`src/rtl/ipmp_pkg.sv`:
```
package ipmp_pkg;

  // APB register window
  localparam int unsigned CFG_DATA_W = 32;
  localparam int unsigned CFG_ADDR_W = 5;

  // Fixed-point scaling of the three terms
  localparam int unsigned P_SHIFT = 12;
  localparam int unsigned I_SHIFT = 14;
  localparam int unsigned D_SHIFT = 12;

  // Register reset values
  localparam logic [14:0]        GAIN_RST       = 15'd0;
  localparam logic signed [15:0] INT_UPPER_RST  = 16'sd32767;
  localparam logic signed [15:0] INT_LOWER_RST  = 16'sd0;
  localparam logic signed [15:0] STEP_UPPER_RST = 16'sd50;
  localparam logic signed [15:0] STEP_LOWER_RST = -16'sd50;
  localparam logic [9:0]         CEILING_RST    = 10'd800;

  // Register index (byte address / 4)
  typedef enum logic [2:0] {
    REG_GAIN_P     = 3'd0,
    REG_GAIN_I     = 3'd1,
    REG_GAIN_D     = 3'd2,
    REG_INT_UPPER  = 3'd3,
    REG_INT_LOWER  = 3'd4,
    REG_STEP_UPPER = 3'd5,
    REG_STEP_LOWER = 3'd6,
    REG_CEILING    = 3'd7
  } reg_idx_t;

  // Input action codes
  localparam logic ACT_STEP  = 1'b0;
  localparam logic ACT_CLEAR = 1'b1;

  typedef struct packed {
    logic              action;
    logic [14:0]       target_magnitude;
    logic              forward;
    logic signed [15:0] measured_speed;
    logic signed [15:0] measured_accel;
  } in_beat_t;

  typedef struct packed {
    logic [9:0]         drive_power;
    logic signed [15:0] integral_now;
  } out_beat_t;

  typedef struct packed {
    logic [14:0]        gain_p;
    logic [14:0]        gain_i;
    logic [14:0]        gain_d;
    logic signed [15:0] integral_upper;
    logic signed [15:0] integral_lower;
    logic signed [15:0] step_upper;
    logic signed [15:0] step_lower;
    logic [9:0]         power_ceiling;
  } cfg_t;

  typedef struct packed {
    logic signed [15:0] integ;
    logic [9:0]         power;
  } loop_state_t;

endpackage

```
`src/rtl/ipmp_regs.sv`:
```
module ipmp_regs (
  input  logic                              clk,
  input  logic                              rst_n,
  input  logic                              cfg_psel,
  input  logic                              cfg_penable,
  input  logic                              cfg_pwrite,
  input  logic [ipmp_pkg::CFG_ADDR_W-1:0]   cfg_paddr,
  input  logic [ipmp_pkg::CFG_DATA_W-1:0]   cfg_pwdata,
  output logic [ipmp_pkg::CFG_DATA_W-1:0]   cfg_prdata,
  output logic                              cfg_pready,
  output ipmp_pkg::cfg_t                    cfg_o
);

  ipmp_pkg::cfg_t     cfg_r;
  ipmp_pkg::cfg_t     cfg_nxt;
  ipmp_pkg::reg_idx_t idx;
  logic               wr_en;

  assign idx        = ipmp_pkg::reg_idx_t'(cfg_paddr[ipmp_pkg::CFG_ADDR_W-1:2]);
  assign wr_en      = cfg_psel && cfg_penable && cfg_pwrite;
  assign cfg_pready = 1'b1;
  assign cfg_o      = cfg_r;

  // Register write decode
  always_comb begin
    cfg_nxt = cfg_r;
    if (wr_en) begin
      unique case (idx)
        ipmp_pkg::REG_GAIN_P:     cfg_nxt.gain_p         = cfg_pwdata[14:0];
        ipmp_pkg::REG_GAIN_I:     cfg_nxt.gain_i         = cfg_pwdata[14:0];
        ipmp_pkg::REG_GAIN_D:     cfg_nxt.gain_d         = cfg_pwdata[14:0];
        ipmp_pkg::REG_INT_UPPER:  cfg_nxt.integral_upper = cfg_pwdata[15:0];
        ipmp_pkg::REG_INT_LOWER:  cfg_nxt.integral_lower = cfg_pwdata[15:0];
        ipmp_pkg::REG_STEP_UPPER: cfg_nxt.step_upper     = cfg_pwdata[15:0];
        ipmp_pkg::REG_STEP_LOWER: cfg_nxt.step_lower     = cfg_pwdata[15:0];
        ipmp_pkg::REG_CEILING:    cfg_nxt.power_ceiling  = cfg_pwdata[9:0];
        default:                  cfg_nxt = cfg_r;
      endcase
    end
  end

  always_ff @(posedge clk) begin
    if (!rst_n) begin
      cfg_r.gain_p         <= ipmp_pkg::GAIN_RST;
      cfg_r.gain_i         <= ipmp_pkg::GAIN_RST;
      cfg_r.gain_d         <= ipmp_pkg::GAIN_RST;
      cfg_r.integral_upper <= ipmp_pkg::INT_UPPER_RST;
      cfg_r.integral_lower <= ipmp_pkg::INT_LOWER_RST;
      cfg_r.step_upper     <= ipmp_pkg::STEP_UPPER_RST;
      cfg_r.step_lower     <= ipmp_pkg::STEP_LOWER_RST;
      cfg_r.power_ceiling  <= ipmp_pkg::CEILING_RST;
    end else begin
      cfg_r <= cfg_nxt;
    end
  end

  // Read mux, zero-extended raw register bits
  always_comb begin
    cfg_prdata = '0;
    unique case (idx)
      ipmp_pkg::REG_GAIN_P:     cfg_prdata = {17'd0, cfg_r.gain_p};
      ipmp_pkg::REG_GAIN_I:     cfg_prdata = {17'd0, cfg_r.gain_i};
      ipmp_pkg::REG_GAIN_D:     cfg_prdata = {17'd0, cfg_r.gain_d};
      ipmp_pkg::REG_INT_UPPER:  cfg_prdata = {16'd0, cfg_r.integral_upper};
      ipmp_pkg::REG_INT_LOWER:  cfg_prdata = {16'd0, cfg_r.integral_lower};
      ipmp_pkg::REG_STEP_UPPER: cfg_prdata = {16'd0, cfg_r.step_upper};
      ipmp_pkg::REG_STEP_LOWER: cfg_prdata = {16'd0, cfg_r.step_lower};
      ipmp_pkg::REG_CEILING:    cfg_prdata = {22'd0, cfg_r.power_ceiling};
      default:                  cfg_prdata = '0;
    endcase
  end

endmodule

```
`src/rtl/ipmp_calc.sv`:
```
module ipmp_calc (
  input  ipmp_pkg::in_beat_t    beat_i,
  input  ipmp_pkg::cfg_t        cfg_i,
  input  ipmp_pkg::loop_state_t state_i,
  output ipmp_pkg::loop_state_t state_o
);

  localparam int unsigned PH = ipmp_pkg::P_SHIFT + 15;
  localparam int unsigned IH = ipmp_pkg::I_SHIFT + 15;
  localparam int unsigned DH = ipmp_pkg::D_SHIFT + 15;

  logic signed [15:0] target;
  logic signed [15:0] err;
  logic signed [15:0] integ_raw;
  logic signed [16:0] neg_upper;
  logic signed [16:0] neg_lower;
  logic signed [15:0] integ_hi;
  logic signed [15:0] integ_cl;
  logic signed [15:0] gp;
  logic signed [15:0] gi;
  logic signed [15:0] gd;
  logic signed [31:0] prod_p;
  logic signed [31:0] prod_i;
  logic signed [31:0] prod_d;
  logic signed [15:0] sum16;
  logic signed [15:0] adj_dir;
  logic signed [15:0] adj_hi;
  logic signed [15:0] adj;
  logic signed [17:0] pwr;
  logic signed [17:0] ceil_s;

  // Signed target and wrapped error (magnitude is nonzero on this path)
  assign target    = beat_i.forward ? {1'b0, beat_i.target_magnitude}
                                    : -{1'b0, beat_i.target_magnitude};
  assign err       = target - beat_i.measured_speed;
  assign integ_raw = state_i.integ + err;

  // Integral clamp; negated bounds kept exact at 17 bits for the compare
  assign neg_upper = -{cfg_i.integral_upper[15], cfg_i.integral_upper};
  assign neg_lower = -{cfg_i.integral_lower[15], cfg_i.integral_lower};

  always_comb begin
    if (beat_i.forward) begin
      integ_hi = (integ_raw > cfg_i.integral_upper) ? cfg_i.integral_upper : integ_raw;
      integ_cl = (integ_hi < cfg_i.integral_lower) ? cfg_i.integral_lower : integ_hi;
    end else begin
      integ_hi = ($signed({integ_raw[15], integ_raw}) < neg_upper) ? neg_upper[15:0]
                                                                  : integ_raw;
      integ_cl = ($signed({integ_hi[15], integ_hi}) > neg_lower) ? neg_lower[15:0]
                                                                : integ_hi;
    end
  end

  // Three parallel products; only the low 16 bits of the shifted sum survive
  assign gp     = {1'b0, cfg_i.gain_p};
  assign gi     = {1'b0, cfg_i.gain_i};
  assign gd     = {1'b0, cfg_i.gain_d};
  assign prod_p = err * gp;
  assign prod_i = integ_cl * gi;
  assign prod_d = beat_i.measured_accel * gd;
  assign sum16  = prod_p[PH:ipmp_pkg::P_SHIFT] + prod_i[IH:ipmp_pkg::I_SHIFT]
                - prod_d[DH:ipmp_pkg::D_SHIFT];

  // Direction, then step limits (upper first, lower wins if crossed)
  assign adj_dir = beat_i.forward ? sum16 : -sum16;
  assign adj_hi  = (adj_dir > cfg_i.step_upper) ? cfg_i.step_upper : adj_dir;
  assign adj     = (adj_hi < cfg_i.step_lower) ? cfg_i.step_lower : adj_hi;

  // Power update held to 0..ceiling
  assign pwr    = $signed({8'd0, state_i.power}) + 18'(adj);
  assign ceil_s = $signed({8'd0, cfg_i.power_ceiling});

  always_comb begin
    state_o = state_i;
    priority if (beat_i.action == ipmp_pkg::ACT_CLEAR) begin
      state_o.integ = '0;
    end else if (beat_i.target_magnitude == '0) begin
      state_o.power = '0;
    end else begin
      state_o.integ = integ_cl;
      priority if (pwr < 0) begin
        state_o.power = '0;
      end else if (pwr > ceil_s) begin
        state_o.power = cfg_i.power_ceiling;
      end else begin
        state_o.power = pwr[9:0];
      end
    end
  end

endmodule

```
`src/rtl/incremental_pid_motor_power.sv`:
```
// An accepted input beat enters the input stage, then the result register.
// Throughput: one beat per cycle unless out_stall holds; the integral and power
// feedback through state_r and the multiply/clamp path sets the clock limit.
// Reset (rst_n low, synchronous): both stages empty, integral and power zero,
// configuration registers return to their defaults.
module incremental_pid_motor_power (
  input  logic                              clk,
  input  logic                              rst_n,
  input  logic                              in_valid,
  output logic                              in_stall,
  input  ipmp_pkg::in_beat_t                in_data,
  output logic                              out_valid,
  input  logic                              out_stall,
  output ipmp_pkg::out_beat_t               out_data,
  input  logic                              cfg_psel,
  input  logic                              cfg_penable,
  input  logic                              cfg_pwrite,
  input  logic [ipmp_pkg::CFG_ADDR_W-1:0]   cfg_paddr,
  input  logic [ipmp_pkg::CFG_DATA_W-1:0]   cfg_pwdata,
  output logic [ipmp_pkg::CFG_DATA_W-1:0]   cfg_prdata,
  output logic                              cfg_pready
);

  ipmp_pkg::cfg_t        cfg;
  ipmp_pkg::loop_state_t state_r;
  ipmp_pkg::loop_state_t state_nxt;
  ipmp_pkg::in_beat_t    s1_data_r;
  ipmp_pkg::out_beat_t   out_data_r;
  logic                  s1_valid_r;
  logic                  s1_valid_nxt;
  logic                  out_valid_r;
  logic                  out_valid_nxt;
  logic                  advance;
  logic                  in_take;

  ipmp_regs u_regs (
    .clk         (clk),
    .rst_n       (rst_n),
    .cfg_psel    (cfg_psel),
    .cfg_penable (cfg_penable),
    .cfg_pwrite  (cfg_pwrite),
    .cfg_paddr   (cfg_paddr),
    .cfg_pwdata  (cfg_pwdata),
    .cfg_prdata  (cfg_prdata),
    .cfg_pready  (cfg_pready),
    .cfg_o       (cfg)
  );

  ipmp_calc u_calc (
    .beat_i  (s1_data_r),
    .cfg_i   (cfg),
    .state_i (state_r),
    .state_o (state_nxt)
  );

  // Handshake: input stage moves to the result register when that is free or draining
  assign advance   = s1_valid_r && (!out_valid_r || !out_stall);
  assign in_stall  = s1_valid_r && !advance;
  assign in_take   = in_valid && !in_stall;
  assign out_valid = out_valid_r;
  assign out_data  = out_data_r;

  always_comb begin
    s1_valid_nxt = s1_valid_r;
    if (in_take) begin
      s1_valid_nxt = 1'b1;
    end else if (advance) begin
      s1_valid_nxt = 1'b0;
    end
  end

  always_comb begin
    out_valid_nxt = out_valid_r;
    if (advance) begin
      out_valid_nxt = 1'b1;
    end else if (!out_stall) begin
      out_valid_nxt = 1'b0;
    end
  end

  // Control and loop state
  always_ff @(posedge clk) begin
    if (!rst_n) begin
      s1_valid_r  <= 1'b0;
      out_valid_r <= 1'b0;
      state_r     <= '0;
    end else begin
      s1_valid_r  <= s1_valid_nxt;
      out_valid_r <= out_valid_nxt;
      if (advance) begin
        state_r <= state_nxt;
      end
    end
  end

  // Payload registers
  always_ff @(posedge clk) begin
    if (in_take) begin
      s1_data_r <= in_data;
    end
    if (advance) begin
      out_data_r.drive_power  <= state_nxt.power;
      out_data_r.integral_now <= state_nxt.integ;
    end
  end

  // Checks
  a_stall_needs_full: assert property (@(posedge clk) disable iff (!rst_n)
    in_stall |-> s1_valid_r)
    else $error("input stalled with empty input stage");

  a_state_hold: assert property (@(posedge clk) disable iff (!rst_n)
    !advance |=> $stable(state_r))
    else $error("loop state changed without a beat");

  a_out_matches_state: assert property (@(posedge clk) disable iff (!rst_n)
    advance |=> (out_valid_r && out_data_r.drive_power == state_r.power &&
                 out_data_r.integral_now == state_r.integ))
    else $error("result beat disagrees with loop state");

endmodule
```
`config.mk`:
```
export PLATFORM = sky130hd
export DESIGN_NAME = incremental_pid_motor_power
export DESIGN_NICKNAME = d
export VERILOG_FILES = /design/src/rtl/ipmp_pkg.sv /design/src/rtl/ipmp_regs.sv /design/src/rtl/ipmp_calc.sv /design/src/rtl/incremental_pid_motor_power.sv
export SDC_FILE = /design/constraint.sdc
export NUM_CORES = 2
export LEC_CHECK = 0
export ABC_AREA = 1
export BUFFER_PORTS_ARGS = -buffer_cell sky130_fd_sc_hd__clkbuf_2
export CAP_MARGIN = 20
export CORE_UTILIZATION = 45
export CTS_CLUSTER_SIZE = 14
export DETAILED_ROUTE_END_ITERATION = 7
export GPL_ROUTABILITY_DRIVEN = 0
export GPL_TIMING_DRIVEN = 1
export PLACE_DENSITY_LB_ADDON = 0.15
export RECOVER_POWER = 100
export SYNTH_ARGS = -nofsm -noshare
export SYNTH_HDL_FRONTEND = slang
export SYNTH_SLANG_ARGS = --single-unit
```
`constraint.sdc`:
```
create_clock -name clk -period 41.2 [get_ports clk]
set_input_delay 4.12 -clock clk [delete_from_list [all_inputs] [get_ports clk]]
set_output_delay 4.12 -clock clk [all_outputs]
set_load 0.005 [all_outputs]
```
==> metrics.log <==
INFO  metric status = finished with violations
INFO  metric failed_checks = max-capacitance violations, max-slew violations
INFO  metric design.core.area = between 0.09 and 0.1 mm^2
INFO  metric global_route.usage.total = between 20% and 30%
INFO  metric finalHoldViolCount = 0
INFO  metric synth-async-reset-ratio = 0%
INFO  metric floorplan.io_pins = 154
INFO  metric buffer_type_at_the_clock_tree_root = clkbuf_16
INFO  metric syn_avg_cell_area = roughly 7.9 um^2
INFO  metric crit_required = between 40 and 50 ns
INFO  metric layout-area-overhead-vs-synth = 6.208%
INFO  metric timing.final.setup_violations = 0
INFO  metric min-delay-path-class = flop to flop
INFO  metric power.share.clock = around a tenth
INFO  metric num-nets-final = between 6000 and 7000
INFO  metric power_switching = 0.001484 W
INFO  metric cts_buffers = 29
INFO  metric synth_area = 0.04121 mm^2
INFO  metric max-cap-violations = 7
INFO  metric gr-total-overflow = 0
INFO  metric power.share.sequential = 10.6%
INFO  metric detailedRoute.firstIterationViolations = 2729
INFO  metric leakagePower = about 22 nW
INFO  metric worstPathMaxFanout = 36
INFO  metric synth_largest_area_cell = fa_1
INFO  metric floorplan.rows = 110
INFO  metric floorplan.initialDensity = between 40% and 50%
INFO  metric yosys.cell_count.top_type = inv_1
INFO  metric fin_crit = roughly 33 ns
INFO  metric cts_sinks = 222
INFO  metric drcViolationCount = 0
INFO  metric die_x = 304.6 um
INFO  metric finalWirelength = 122500 um
INFO  metric dp.final_hpwl = ~100000 um
INFO  metric whs = about 0.53 ns
INFO  metric die_area = between 0.09 and 0.1 mm^2
INFO  metric worst-slew-pin-transition = 3.542 ns
INFO  metric crit_top_cell = nand2_1
INFO  metric firstDrtPassIters = 6
INFO  metric cellInternalPower = between 0.001 and 0.0015 W
INFO  metric cts_max_path_bufs = 3
INFO  metric global_route_wire_length_before_repair = about 190000 um
INFO  metric yosys-top-cells-area = fa_1, ha_1, inv_1
INFO  metric timing.critical_path.arrival = 33.04 ns
INFO  metric power_per_cell_area = approximately 58 mW/mm^2
INFO  metric max_stage_delay = about 1.7 ns
INFO  metric layout_worst_path_cycle_share = around four fifths
INFO  metric critical_path_sink_type = flop
INFO  metric switching_share = 58.66%
INFO  metric cts_setup_buffers = 0
INFO  metric route.vias.total = between 30000 and 40000
INFO  metric grt_setup_unrepaired = no
INFO  metric antenna_cells = 0
INFO  metric report.final.slew_viol_count = 330
INFO  metric share_comb_of_total_power = between 70% and 80%
INFO  metric fmaxAchievable = slightly above 30 MHz
INFO  metric grt_max_degree = 89
INFO  metric synth_edf_count = 75
INFO  metric viasPerCell = around 5.2
INFO  metric synthesis.yosys.warnings = 0
INFO  metric synth-seq-area-share = about an eighth
INFO  metric worst_path_max_delay_cell = clkbuf_1
INFO  metric grt_pass1_vias = 33740
INFO  metric cp-start-kind = flop
INFO  metric final_antenna_net_count = 0
INFO  metric cts_tree = done
INFO  metric fp.dieH = slightly above 300 um
INFO  metric drt-wirelength-per-cell = ~19 um
INFO  metric port-buffer-count = roughly 120
INFO  metric synth_top_area_share = 33.18%
INFO  metric synth_top_cells_by_count = inv_1, nand2_1, fa_1
INFO  metric setup-tns-final = 0 ns
INFO  metric synth-seq-cells = roughly 220
INFO  metric htree_levels = 1
INFO  metric post_cts_resized = 0
INFO  metric cts_hold_buf = 0
INFO  metric postSynth.topFlopCell = dfxtp_1
INFO  metric worst_setup_hold_path_clk_slew = 0.06 ns
INFO  metric worst_ir_drop_vdd = about 0.000063 V
INFO  metric worst-setup-path-type = flop to flop
INFO  metric grt_antenna_before_repair = 3
INFO  metric number_of_instances_in_the_synthesized_netlist = between 5000 and 6000
INFO  metric clkLatencyLatePin = ~0.62 ns
INFO  metric cell_variety_after_synth = 66
INFO  metric post_route_cells_drive_above_1_share = 4.707%
INFO  metric dp_worst_setup_slack = around 13 ns
INFO  metric slew_headroom = -136.1%
INFO  metric final.setup_skew = between 0.015 and 0.02 ns
INFO  metric setup_slack = a little under 9 ns
-- registers in the layout, indices dropped and copies added, names as in the netlist --
signal,flops
s1_valid_r,1
out_data,26
u_regs.cfg_o,119
s1_data_r,49
state_r,26
out_valid,1
-- kinds of logic after synthesis --
kind of cell | count (synthesis) | share of synthesized area [%]
simple gates | 1642 | 16.42
buf+inv | 1435 | 13.25
fa+ha+maj | 1062 | 44.68
compound gates | 655 | 9.114
flops | 222 | 12.61
xor+xnor | 182 | 3.904
other cells | 2 | 0.01822
-- path summary, 6_finish.rpt --
path / from / to / slack, ns / cells after the start
max: s1_data_r[32] / state_r[0] / 8.68 / 139
min: u_regs.cfg_o[79] / u_regs.cfg_o[79] / 0.53 / 2
max reg2reg: s1_data_r[32] / state_r[0] / 8.68 / 139
min reg2reg: u_regs.cfg_o[79] / u_regs.cfg_o[79] / 0.53 / 2
-- per-stage QoR --
step	cells	power [W]	util, %	instance area, um^2
floorplan	5215	0.001715	-	41270
global placement	6367	0.002243	47.45	42900
detailed placement	6368	0.002271	47.46	42920
CTS	6421	0.002554	48.58	43930
global route	6423	0.002775	48.41	43770
finish	6423	0.002529	48.41	43770
-- layout by cell type (no fill, tap or decap), drive strengths merged, types with 3 or more instances in the layout --
master,instances
conb,17
nor3,31
buf,30
ha,379
a21oi,260
nand3,143
o31ai,3
xnor2,69
clkbuf,173
a21o,8
nand4,20
clkinv,28
a221oi,25
fa,683
a211oi,11
or2,28
nand3b,9
o21bai,14
nor4,6
edfxtp,75
inv,1233
o22ai,16
xor2,113
nor2,404
o211ai,62
o21ai,231
nand2,997
a21boi,3
dfxtp,147
a31oi,8
-- power groups by stage --
stage	Clock [W]	Combinational, W	Sequential [W]
6_report	0.000271	0.00199	0.000269
5_1_grt	0.000285	0.00222	0.000271
4_1_cts	0.000277	0.00201	0.000269
3_5_place_dp	0	0.00200	0.000273
3_3_place_gp	0	0.00197	0.000273
2_1_floorplan	0	0.00145	0.000268
-- critical path: cells and delay by family, from the launching register on --
family                     cells  cell delay (ns)
xor gates and xnor gates       6             1.64
AOI/OAI and AO/OA             24             5.78
and+or+nand+nor               74            10.71
adders and majority gates     18             7.43
DFF                            1             0.36
buffers and inverters         17             6.37
-- routing by layer --
metal | vias up | track usage [%] | part of all wire [%]
li1 | 15850 | - | -
met5 | - | 0 | 0
met4 | 0 | 8.668 | 3.3
met3 | 194 | 3.011 | 6.8
met1 | 16630 | 36.86 | 43
met2 | 1035 | 44.71 | 47
-- final cells by class --
| type | count | area (um^2) |
|---|---|---|
| flip-flops and latches | 222 | 5195 |
| multi-input cells | 3558 | 30560 |
| repair buffers | 162 | 842.1 |
| clock buffers | 41 | 862.1 |
| inverters | 1252 | 4700 |
| fillers | 8990 | 46650 |
| clock inverters | 12 | 145.1 |
| well taps | 1176 | 1471 |
(Power assumes the default switching activity.)
